===== src/hdl/ldpc_min_sum_check_node_top_macros.svh =====
// assertion helpers for the check-node unit
`ifndef LDPC_MIN_SUM_CHECK_NODE_TOP_MACROS_SVH
`define LDPC_MIN_SUM_CHECK_NODE_TOP_MACROS_SVH

// same-cycle implication, checked on every clock outside reset
`define LCN_ASSERT_NOW(lbl, pre, post) \
    lbl: assert property (@(posedge aclk) disable iff (!aresetn) (pre) |-> (post)) \
        else $error("check node assertion failed");

// next-cycle implication, checked on every clock outside reset
`define LCN_ASSERT_NEXT(lbl, pre, post) \
    lbl: assert property (@(posedge aclk) disable iff (!aresetn) (pre) |=> (post)) \
        else $error("check node assertion failed");

`endif


===== src/hdl/ldpc_cn_pkg.sv =====
package ldpc_cn_pkg;

    // default sizing
    localparam int MAX_DEGREE_DEF = 8;
    localparam int MSG_WIDTH_DEF  = 8;

    // configuration field widths
    localparam int MODE_W     = 2;
    localparam int NORM_W     = 8;
    localparam int OFF_W      = 7;
    localparam int DEG_W      = 4;
    localparam int CFG_IDX_W  = 2;
    localparam int CFG_DATA_W = 8;

    // configuration reset values
    localparam logic [MODE_W-1:0] MODE_RST   = 2'd0;
    localparam logic [NORM_W-1:0] NORM_RST   = 8'd154;
    localparam logic [OFF_W-1:0]  OFF_RST    = 7'd4;
    localparam logic [DEG_W-1:0]  DEG_RST    = 4'd8;
    localparam logic [DEG_W-1:0]  DEG_MIN    = 4'd2;

    // register indexes on the configuration channel
    typedef enum logic [CFG_IDX_W-1:0] {
        REG_MODE   = 2'd0,
        REG_NORM   = 2'd1,
        REG_OFFSET = 2'd2,
        REG_DEGREE = 2'd3
    } cfg_reg_t;

    // check-node modes, code 3 behaves as plain
    typedef enum logic [MODE_W-1:0] {
        MODE_PLAIN  = 2'd0,
        MODE_NORM   = 2'd1,
        MODE_OFFSET = 2'd2
    } cnu_mode_t;

    // magnitude correction settings
    typedef struct packed {
        logic [MODE_W-1:0] mode;
        logic [NORM_W-1:0] norm_factor;
        logic [OFF_W-1:0]  offset_value;
    } cnu_cfg_t;

endpackage


===== src/hdl/ldpc_min_sum_check_node_top.sv =====
// LDPC min-sum check-node unit.
// Input channel s_*: one check row per transaction, MAX_DEGREE signed messages
// packed in s_tdata, lane 0 in the lowest bits. Output channel m_*: the
// check-to-variable messages in the same packing; lanes at or beyond the
// active degree carry zero.
// Configuration channel cfg_*: register index and data, always ready; writes
// are expected only while no row is in flight.
// Pipeline stages, from s_ transaction to m_tvalid: lane magnitudes,
// min/second-min merge tree, magnitude correction (one 7x8 multiply),
// output sign and lane select. Throughput is one row per cycle while m_tready
// is high; the four pipeline registers each advance whenever the register
// after them is empty or moving.
// When m_tready is low the output holds and bubbles upstream are squeezed out,
// so up to four rows are held before s_tready drops.
// Synchronous active-low reset empties the pipeline and returns the
// registers to plain mode, factor 154, offset 4, degree 8.
`include "ldpc_min_sum_check_node_top_macros.svh"

module ldpc_min_sum_check_node_top
    import ldpc_cn_pkg::*;
#(
    parameter int MAX_DEGREE = MAX_DEGREE_DEF,
    parameter int MSG_WIDTH  = MSG_WIDTH_DEF,
    localparam int TDATA_W   = ((MAX_DEGREE * MSG_WIDTH + 7) / 8) * 8
) (
    input  logic                  aclk,
    input  logic                  aresetn,
    // msg_0 .. msg_(MAX_DEGREE-1), then zero fill
    input  logic [TDATA_W-1:0]    s_tdata,
    input  logic                  s_tvalid,
    output logic                  s_tready,
    // c2v_0 .. c2v_(MAX_DEGREE-1), then zero fill
    output logic [TDATA_W-1:0]    m_tdata,
    output logic                  m_tvalid,
    input  logic                  m_tready,
    input  logic [CFG_IDX_W-1:0]  cfg_index,
    input  logic [CFG_DATA_W-1:0] cfg_data,
    input  logic                  cfg_valid,
    output logic                  cfg_ready
);

    localparam int IDX_W  = $clog2(MAX_DEGREE);
    localparam int MAG_W  = MSG_WIDTH - 1;
    localparam int USED_W = MAX_DEGREE * MSG_WIDTH;
    localparam logic [DEG_W-1:0] DEG_MAX = DEG_W'(MAX_DEGREE);

    // configuration registers
    logic [MODE_W-1:0] mode_reg;
    logic [NORM_W-1:0] norm_reg;
    logic [OFF_W-1:0]  off_reg;
    logic [DEG_W-1:0]  deg_reg;
    logic [DEG_W-1:0]  deg_eff;
    cnu_cfg_t          cfg;

    // pipeline control
    logic v1_reg, v2_reg, v3_reg, v4_reg;
    logic en1, en2, en3, en4;

    // stage 1: lane magnitudes
    logic signed [MSG_WIDTH-1:0] msg      [MAX_DEGREE];
    logic        [MSG_WIDTH-1:0] mag_next [MAX_DEGREE];
    logic        [MSG_WIDTH-1:0] mag_reg  [MAX_DEGREE];
    logic [MAX_DEGREE-1:0] act_next, act1_reg;
    logic [MAX_DEGREE-1:0] neg_next, neg1_reg;

    // stage 2: merged minima
    logic [MAG_W-1:0]      min0_next, min1_next, min0_reg, min1_reg;
    logic [IDX_W-1:0]      idx_next, idx2_reg;
    logic [MAX_DEGREE-1:0] sgn2_reg, act2_reg;
    logic                  parity;

    // stage 3: corrected minima
    logic [MAG_W-1:0]      amin0_next, amin1_next, amin0_reg, amin1_reg;
    logic [IDX_W-1:0]      idx3_reg;
    logic [MAX_DEGREE-1:0] sgn3_reg, act3_reg;

    // stage 4: output word
    logic [TDATA_W-1:0]    tdata_next, tdata_reg;

    // configuration writes
    assign cfg_ready = 1'b1;

    always_ff @(posedge aclk) begin
        if (!aresetn) begin
            mode_reg <= MODE_RST;
            norm_reg <= NORM_RST;
            off_reg  <= OFF_RST;
            deg_reg  <= DEG_RST;
        end else if (cfg_valid && cfg_ready) begin
            unique case (cfg_reg_t'(cfg_index))
                REG_MODE:   mode_reg <= cfg_data[MODE_W-1:0];
                REG_NORM:   norm_reg <= cfg_data[NORM_W-1:0];
                REG_OFFSET: off_reg  <= cfg_data[OFF_W-1:0];
                REG_DEGREE: deg_reg  <= cfg_data[DEG_W-1:0];
                default: ;
            endcase
        end
    end

    // degree clamped to the supported lane range
    always_comb begin
        if (deg_reg < DEG_MIN) begin
            deg_eff = DEG_MIN;
        end else if (deg_reg > DEG_MAX) begin
            deg_eff = DEG_MAX;
        end else begin
            deg_eff = deg_reg;
        end
    end

    assign cfg.mode         = mode_reg;
    assign cfg.norm_factor  = norm_reg;
    assign cfg.offset_value = off_reg;

    // stall chain, each stage moves when the next one frees up
    assign en4      = !v4_reg || m_tready;
    assign en3      = !v3_reg || en4;
    assign en2      = !v2_reg || en3;
    assign en1      = !v1_reg || en2;
    assign s_tready = en1;

    always_ff @(posedge aclk) begin
        if (!aresetn) begin
            v1_reg <= 1'b0;
            v2_reg <= 1'b0;
            v3_reg <= 1'b0;
            v4_reg <= 1'b0;
        end else begin
            if (en1) v1_reg <= s_tvalid;
            if (en2) v2_reg <= v1_reg;
            if (en3) v3_reg <= v2_reg;
            if (en4) v4_reg <= v3_reg;
        end
    end

    // lane magnitude and sign
    for (genvar i = 0; i < MAX_DEGREE; i++) begin : g_lane
        assign msg[i]      = s_tdata[i*MSG_WIDTH +: MSG_WIDTH];
        assign act_next[i] = DEG_W'(i) < deg_eff;

        ldpc_cn_lane #(
            .MSG_WIDTH (MSG_WIDTH)
        ) u_lane (
            .msg    (msg[i]),
            .active (act_next[i]),
            .mag    (mag_next[i]),
            .neg    (neg_next[i])
        );
    end

    always_ff @(posedge aclk) begin
        if (en1) begin
            mag_reg  <= mag_next;
            neg1_reg <= neg_next;
            act1_reg <= act_next;
        end
    end

    // minimum, second minimum and the lane of the minimum
    ldpc_cn_merge #(
        .MAX_DEGREE (MAX_DEGREE),
        .MSG_WIDTH  (MSG_WIDTH)
    ) u_merge (
        .mag  (mag_reg),
        .min0 (min0_next),
        .min1 (min1_next),
        .idx  (idx_next)
    );

    assign parity = ^neg1_reg;

    always_ff @(posedge aclk) begin
        if (en2) begin
            min0_reg <= min0_next;
            min1_reg <= min1_next;
            idx2_reg <= idx_next;
            sgn2_reg <= neg1_reg ^ {MAX_DEGREE{parity}};
            act2_reg <= act1_reg;
        end
    end

    // mode-dependent magnitude correction
    ldpc_cn_adjust #(
        .MSG_WIDTH (MSG_WIDTH)
    ) u_adjust0 (
        .cfg     (cfg),
        .mag_in  (min0_reg),
        .mag_out (amin0_next)
    );

    ldpc_cn_adjust #(
        .MSG_WIDTH (MSG_WIDTH)
    ) u_adjust1 (
        .cfg     (cfg),
        .mag_in  (min1_reg),
        .mag_out (amin1_next)
    );

    always_ff @(posedge aclk) begin
        if (en3) begin
            amin0_reg <= amin0_next;
            amin1_reg <= amin1_next;
            idx3_reg  <= idx2_reg;
            sgn3_reg  <= sgn2_reg;
            act3_reg  <= act2_reg;
        end
    end

    // per-lane output: other minimum, signed by the parity without its own sign
    for (genvar i = 0; i < MAX_DEGREE; i++) begin : g_out
        logic [MAG_W-1:0]     sel_mag;
        logic [MSG_WIDTH-1:0] pos_val;
        logic [MSG_WIDTH-1:0] neg_val;

        assign sel_mag = (idx3_reg == IDX_W'(i)) ? amin1_reg : amin0_reg;
        assign pos_val = {1'b0, sel_mag};
        assign neg_val = MSG_WIDTH'(~pos_val) + MSG_WIDTH'(1);
        assign tdata_next[i*MSG_WIDTH +: MSG_WIDTH] =
            !act3_reg[i] ? '0 : (sgn3_reg[i] ? neg_val : pos_val);
    end

    if (TDATA_W > USED_W) begin : g_pad
        assign tdata_next[TDATA_W-1:USED_W] = '0;
    end

    always_ff @(posedge aclk) begin
        if (en4) begin
            tdata_reg <= tdata_next;
        end
    end

    assign m_tdata  = tdata_reg;
    assign m_tvalid = v4_reg;

    // merged minima are ordered
    `LCN_ASSERT_NOW(a_min_order, v2_reg, min0_reg <= min1_reg)
    // the minimum lane is always an active lane
    `LCN_ASSERT_NOW(a_idx_active, v2_reg, act2_reg[idx2_reg])
    // a stalled stage keeps its row
    `LCN_ASSERT_NEXT(a_stall_keep, v3_reg && !en4, v3_reg)
    // a full pipeline with a stalled receiver takes nothing in
    `LCN_ASSERT_NOW(a_full_block, v1_reg && v2_reg && v3_reg && v4_reg && !m_tready,
                    !s_tready)

endmodule


===== src/hdl/ldpc_cn_lane.sv =====
module ldpc_cn_lane
    import ldpc_cn_pkg::*;
#(
    parameter int MSG_WIDTH = MSG_WIDTH_DEF
) (
    input  logic signed [MSG_WIDTH-1:0] msg,
    input  logic                        active,
    output logic        [MSG_WIDTH-1:0] mag,
    output logic                        neg
);

    localparam logic [MSG_WIDTH-1:0] MAG_NONE = {1'b1, {(MSG_WIDTH-1){1'b0}}};
    localparam logic [MSG_WIDTH-1:0] MAG_MAX  = {1'b0, {(MSG_WIDTH-1){1'b1}}};

    logic [MSG_WIDTH-1:0] negated;

    // two's complement magnitude, most negative code saturates
    assign negated = MSG_WIDTH'(~msg) + MSG_WIDTH'(1);

    always_comb begin
        if (!active) begin
            mag = MAG_NONE;
            neg = 1'b0;
        end else if (msg[MSG_WIDTH-1]) begin
            mag = (negated == MAG_NONE) ? MAG_MAX : negated;
            neg = 1'b1;
        end else begin
            mag = msg;
            neg = 1'b0;
        end
    end

endmodule


===== src/hdl/ldpc_cn_merge.sv =====
module ldpc_cn_merge
    import ldpc_cn_pkg::*;
#(
    parameter int MAX_DEGREE = MAX_DEGREE_DEF,
    parameter int MSG_WIDTH  = MSG_WIDTH_DEF,
    localparam int IDX_W     = $clog2(MAX_DEGREE),
    localparam int MAG_W     = MSG_WIDTH - 1
) (
    input  logic [MSG_WIDTH-1:0] mag [MAX_DEGREE],
    output logic [MAG_W-1:0]     min0,
    output logic [MAG_W-1:0]     min1,
    output logic [IDX_W-1:0]     idx
);

    localparam int LEVELS = IDX_W;
    localparam int NPAD   = 1 << LEVELS;
    localparam logic [MSG_WIDTH-1:0] MAG_NONE = {1'b1, {(MSG_WIDTH-1){1'b0}}};

    logic [MSG_WIDTH-1:0] n_min0 [LEVELS+1][NPAD];
    logic [MSG_WIDTH-1:0] n_min1 [LEVELS+1][NPAD];
    logic [IDX_W-1:0]     n_idx  [LEVELS+1][NPAD];

    // leaves: one per lane, padding lanes never win
    for (genvar k = 0; k < NPAD; k++) begin : g_leaf
        if (k < MAX_DEGREE) begin : g_real
            assign n_min0[0][k] = mag[k];
        end else begin : g_pad
            assign n_min0[0][k] = MAG_NONE;
        end
        assign n_min1[0][k] = MAG_NONE;
        assign n_idx[0][k]  = IDX_W'(k);
    end

    // pairwise merge, the left node holds the lower lanes so ties keep the left index
    for (genvar l = 0; l < LEVELS; l++) begin : g_level
        for (genvar k = 0; k < (NPAD >> (l + 1)); k++) begin : g_node
            logic right_wins;
            assign right_wins = n_min0[l][2*k+1] < n_min0[l][2*k];
            always_comb begin
                if (right_wins) begin
                    n_min0[l+1][k] = n_min0[l][2*k+1];
                    n_idx[l+1][k]  = n_idx[l][2*k+1];
                    n_min1[l+1][k] = (n_min0[l][2*k] < n_min1[l][2*k+1]) ?
                                     n_min0[l][2*k] : n_min1[l][2*k+1];
                end else begin
                    n_min0[l+1][k] = n_min0[l][2*k];
                    n_idx[l+1][k]  = n_idx[l][2*k];
                    n_min1[l+1][k] = (n_min0[l][2*k+1] < n_min1[l][2*k]) ?
                                     n_min0[l][2*k+1] : n_min1[l][2*k];
                end
            end
        end
    end

    // at least two lanes are active, so both minima fit the magnitude width
    assign min0 = n_min0[LEVELS][0][MAG_W-1:0];
    assign min1 = n_min1[LEVELS][0][MAG_W-1:0];
    assign idx  = n_idx[LEVELS][0];

endmodule


===== src/hdl/ldpc_cn_adjust.sv =====
module ldpc_cn_adjust
    import ldpc_cn_pkg::*;
#(
    parameter int MSG_WIDTH = MSG_WIDTH_DEF,
    localparam int MAG_W    = MSG_WIDTH - 1
) (
    input  cnu_cfg_t         cfg,
    input  logic [MAG_W-1:0] mag_in,
    output logic [MAG_W-1:0] mag_out
);

    localparam int PW = MAG_W + NORM_W;
    localparam int CW = (MAG_W > OFF_W) ? MAG_W : OFF_W;

    logic [PW-1:0] prod;
    logic [CW-1:0] mag_ext;
    logic [CW-1:0] off_ext;
    logic [CW-1:0] diff;

    // q0.8 scaling, truncated
    assign prod = PW'(mag_in) * PW'(cfg.norm_factor);

    // offset with floor at zero
    assign mag_ext = CW'(mag_in);
    assign off_ext = CW'(cfg.offset_value);
    assign diff    = mag_ext - off_ext;

    always_comb begin
        unique case (cfg.mode)
            MODE_NORM:   mag_out = prod[PW-1:NORM_W];
            MODE_OFFSET: mag_out = (mag_ext > off_ext) ? diff[MAG_W-1:0] : '0;
            default:     mag_out = mag_in;
        endcase
    end

endmodule

===== config.mk =====
export PLATFORM = sky130hd
export DESIGN_NAME = ldpc_min_sum_check_node_top
export DESIGN_NICKNAME = d
export VERILOG_FILES = /design/src/hdl/ldpc_cn_pkg.sv /design/src/hdl/ldpc_min_sum_check_node_top.sv /design/src/hdl/ldpc_cn_lane.sv /design/src/hdl/ldpc_cn_merge.sv /design/src/hdl/ldpc_cn_adjust.sv
export VERILOG_INCLUDE_DIRS = /design/src /design/src/hdl
export SDC_FILE = /design/constraint.sdc
export NUM_CORES = 1
export LEC_CHECK = 0
export BUFFER_PORTS_ARGS = -buffer_cell sky130_fd_sc_hd__buf_4
export CAP_MARGIN = 0
export CORE_MARGIN = 2
export CORE_UTILIZATION = 53
export DETAILED_ROUTE_END_ITERATION = 16
export GPL_TIMING_DRIVEN = 0
export HOLD_SLACK_MARGIN = 0.03
export PLACE_DENSITY = 0.72
export SYNTH_ARGS = -nofsm -noshare
export SYNTH_HDL_FRONTEND = slang
export SYNTH_SLANG_ARGS = --single-unit

===== constraint.sdc =====
create_clock -name aclk -period 19.7 [get_ports aclk]
set_input_delay 0.985 -clock aclk [delete_from_list [all_inputs] [get_ports aclk]]
set_output_delay 0.985 -clock aclk [all_outputs]
set_load 0.005 [all_outputs]

==> results.py <==
metrics = {
    "synthesis": {
        "synth_most_common_cell": "edfxtp_1",
        "synthCells": 2081,
        "synth_seq_cells": 235,
        "yosys_warnings": 0,
        "synthTopCellsByArea": "edfxtp_1 (32%), ha_1 (12%), mux2i_1 (7.8%)",
        "synth.distinct_cells": 84,
        "synth_area_per_cell_um2": 9.52,
        "yosysSeqAreaShare_pct": 34.4,
        "synth_edf_count": 210,
        "yosys_most_used_dff": "edfxtp_1",
        "synth.top_cell.area_share_pct": 31.8,
        "yosysTopAreaCell": "edfxtp_1",
        "synth_commonest_cells": "edfxtp_1 (210), inv_1 (202), ha_1 (183)",
        "async_flop_share_pct": 0,
        "netlist_area_um2": 19800,
    },
    "power": {
        "pwr-share-clk_pct": 12.9,
        "seqPwrFrac_pct": 22.5,
        "p_total_w": 0.00373,
        "leakage_nw": 10.0,
        "internal_power_w": 0.00210,
        "vdd_drop_max_mv": 0.0967,
        "switching_share_pct": 43.7,
        "powerDensity_nw_per_um2": 167,
        "p_sw_w": 0.00163,
        "comb_power_share_pct": 64.6,
    },
    "floorplan": {
        "die_h_um": 197,
        "ios": 146,
        "dieWidth_um": 197,
        "start_util_pct": 54.0,
        "num_rows": 70,
        "core_area_um2": 36700,
        "die_area_um2": 38900,
    },
    "place": {
        "io_buffers": 144,
        "place_ws_ns": 11.85,
        "place_area_um2": 21500,
        "gp_congestion": 0.937,
        "dp.cells": 2697,
        "place_hpwl_mm": 37.9,
    },
    "detailed_routing": {
        "wl_mm": 47.5,
        "drt_iter0_drc": 1062,
        "vias": 15800,
        "wl_per_cell_um": 17.3,
        "drc_errors": 0,
        "dr.pass1.iters": 6,
        "ant_nets": 0,
        "viasPerCell": 5.76,
    },
    "clocking": {
        "clkTransAtPathRegs_ns": 0.06,
        "tritoncts": "yes",
        "cts-root-buf": "clkbuf_16",
        "cts_resized": 0,
        "postCtsHoldBufs": 0,
        "cts_setup_buffers": 0,
        "numCtsBuffers": 26,
        "clk_path_buf_depth": 3,
        "h-tree-depth": 1,
        "clkSinkCount": 235,
        "clock_latency_ns": 0.56,
    },
    "layout": {
        "nets": 2577,
        "n_antenna_cell": 0,
        "drive_above_1_share_pct": 11.3,
        "fill_cells": 3074,
        "seq_area_um2": 6810,
        "multi_input_area_um2": 11900,
        "design_area_um2": 22400,
        "stdcell_count": 2745,
        "area_growth_pct": 13.0,
    },
    "grt": {
        "met1_usage_pct": 30.7,
        "grt_usage_pct": 24.7,
        "grt_max_degree": 50,
        "antenna_found_initial": 1,
        "use_met3_pct": 2.83,
        "top_usage_layer": "met2",
        "grt_pass1_vias": 15800,
        "gr-total-overflow": 0,
        "grt.met2_usage_pct": 44.1,
        "grt_pass1_wl_mm": 77.7,
    },
    "job": {
        "maxCapViolCount": 0,
    },
    "setup_path": {
        "crit_fanout": 10,
        "critPathCaptureType": "flip-flop",
        "arrival_ns": 8.26,
        "cp-start-kind": "flip-flop",
        "crit_required_ns": 20.00,
        "crit_type": "flip-flop to flip-flop",
    },
    "sta": {
        "post-route-min-period_ns": 7.96,
        "final.setup.worst_slack_ns": 11.74,
        "worstMarginPinSlew_ns": 1.26,
        "fmax_ghz": 0.126,
        "slew_headroom_pct": 16.1,
        "rsz0062_at_grt": "false",
        "drv_slew": 0,
        "period_share_pct": 40.4,
        "setup_viol": 0,
        "finalSetupTns_ns": 0,
        "clock-skew-final_ns": 0.0112,
        "final_hold_viol_count": 0,
    },
    "status": {
        "status": "completed",
    },
    "worst_hold_path": {
        "hp-class": "flip-flop to flip-flop",
    },
}
## final cells by class
class                   count  area share (%)
multi-input cells        1552            53.1
flip-flops and latches    235            30.4
repair buffers            146            5.04
inverters                 206            3.45
clock buffers              34            3.05
well taps                 468            2.62
plain buffers              90            1.62
clock inverters            14           0.743
## per-layer routing
layer,vias up,wire [um]
li1,7796,-
met1,7481,20100
met2,440,23300
met3,107,2400
met4,0,1670
met5,-,0
## worst paths after layout
path	slack, ns	cells after the start	startpoint	to
worst min register to register	0.42	0	act1_reg[2]$_DFFE_PP_	act2_reg[2]$_DFFE_PP_
worst max-delay path	11.74	26	mag_reg[15]$_SDFFCE_PN1P_	idx2_reg[1]$_DFFE_PP_
worst max register to register	11.74	26	mag_reg[15]$_SDFFCE_PN1P_	idx2_reg[1]$_DFFE_PP_
worst min-delay path	0.42	0	act1_reg[2]$_DFFE_PP_	act2_reg[2]$_DFFE_PP_
## power groups by stage
stage	clock [W]	combinational, W	sequential (W)
finish	0.000480	0.00241	0.000840
global route	0.000510	0.00272	0.000856
CTS	0.000490	0.00241	0.000841
detailed placement	0	0.00239	0.000851
global placement	0	0.00233	0.000845
floorplan	0	0.00177	0.000818
## critical path: stages (launching register included)
cell       delay (ns)
edfxtp_1         0.32
clkbuf_1         0.29
inv_1            0.13
ha_1             0.33
nand4_1          0.12
o31ai_2          0.66
clkbuf_1         0.51
mux2i_1          0.54
inv_1            0.16
ha_1             0.34
nor2b_1          0.13
o21ai_0          0.15
a21oi_1          0.16
a21oi_1          0.16
o2bb2ai_1        0.16
buf_2            0.29
buf_2            0.29
mux2i_1          0.54
ha_1             0.34
a21o_1           0.18
a21oi_1          0.14
nor2_1           0.05
a2111oi_0        0.63
o31ai_4          0.18
a21oi_4          0.35
buf_6            0.24
mux2_4           0.31
## stage by stage
step,util (%),hold WS [ns]
floorplan,-,0.400
global placement,58.5,0.400
detailed placement,58.7,0.405
CTS,61.0,0.407
global route,61.0,0.427
finish,61.0,0.418
## placed cells by master, fill, tap and decap left out, types with 8 or more instances in the layout
master     count
or3_1         19
clkbuf_16     26
nor3_1        65
o21ai_0       91
nand3_1       30
buf_4        145
edfxtp_1     210
a31oi_1       30
nand4_1       12
nor4_1        10
nand2_1      165
a211oi_1      16
mux2i_1      154
and3_1        27
fa_1          58
xor2_1        30
nor2_1        90
inv_1        201
a311oi_1      10
clkbuf_1      88
xnor2_1       32
nor3b_1       12
or2_2         18
a21o_1        20
o311a_1        8
a21boi_0       8
a21oi_1      149
nand2b_1      17
o21a_1        43
mux2_2        18
ha_1         183
dfxtp_1       25
nor2b_1       50
and2_1        92
## cell families (layout without fill, tap and decap cells)
| logic type | Yosys count | in the layout | synth area share, % |
|---|---|---|---|
| AO/OA/AOI/OAI | 446 | 446 | 14.6 |
| XOR/XNOR | 62 | 62 | 2.74 |
| adder cells (fa/ha/maj) | 241 | 241 | 17.4 |
| buffers and inverters | 296 | 490 | 5.74 |
| flip-flops | 235 | 235 | 34.4 |
| multiplexers | 175 | 175 | 9.00 |
| other | 1 | 3 | 0.0189 |
| AND/OR/NAND/NOR | 625 | 625 | 16.1 |
No activity file was read; power rests on OpenSTA's default activity.
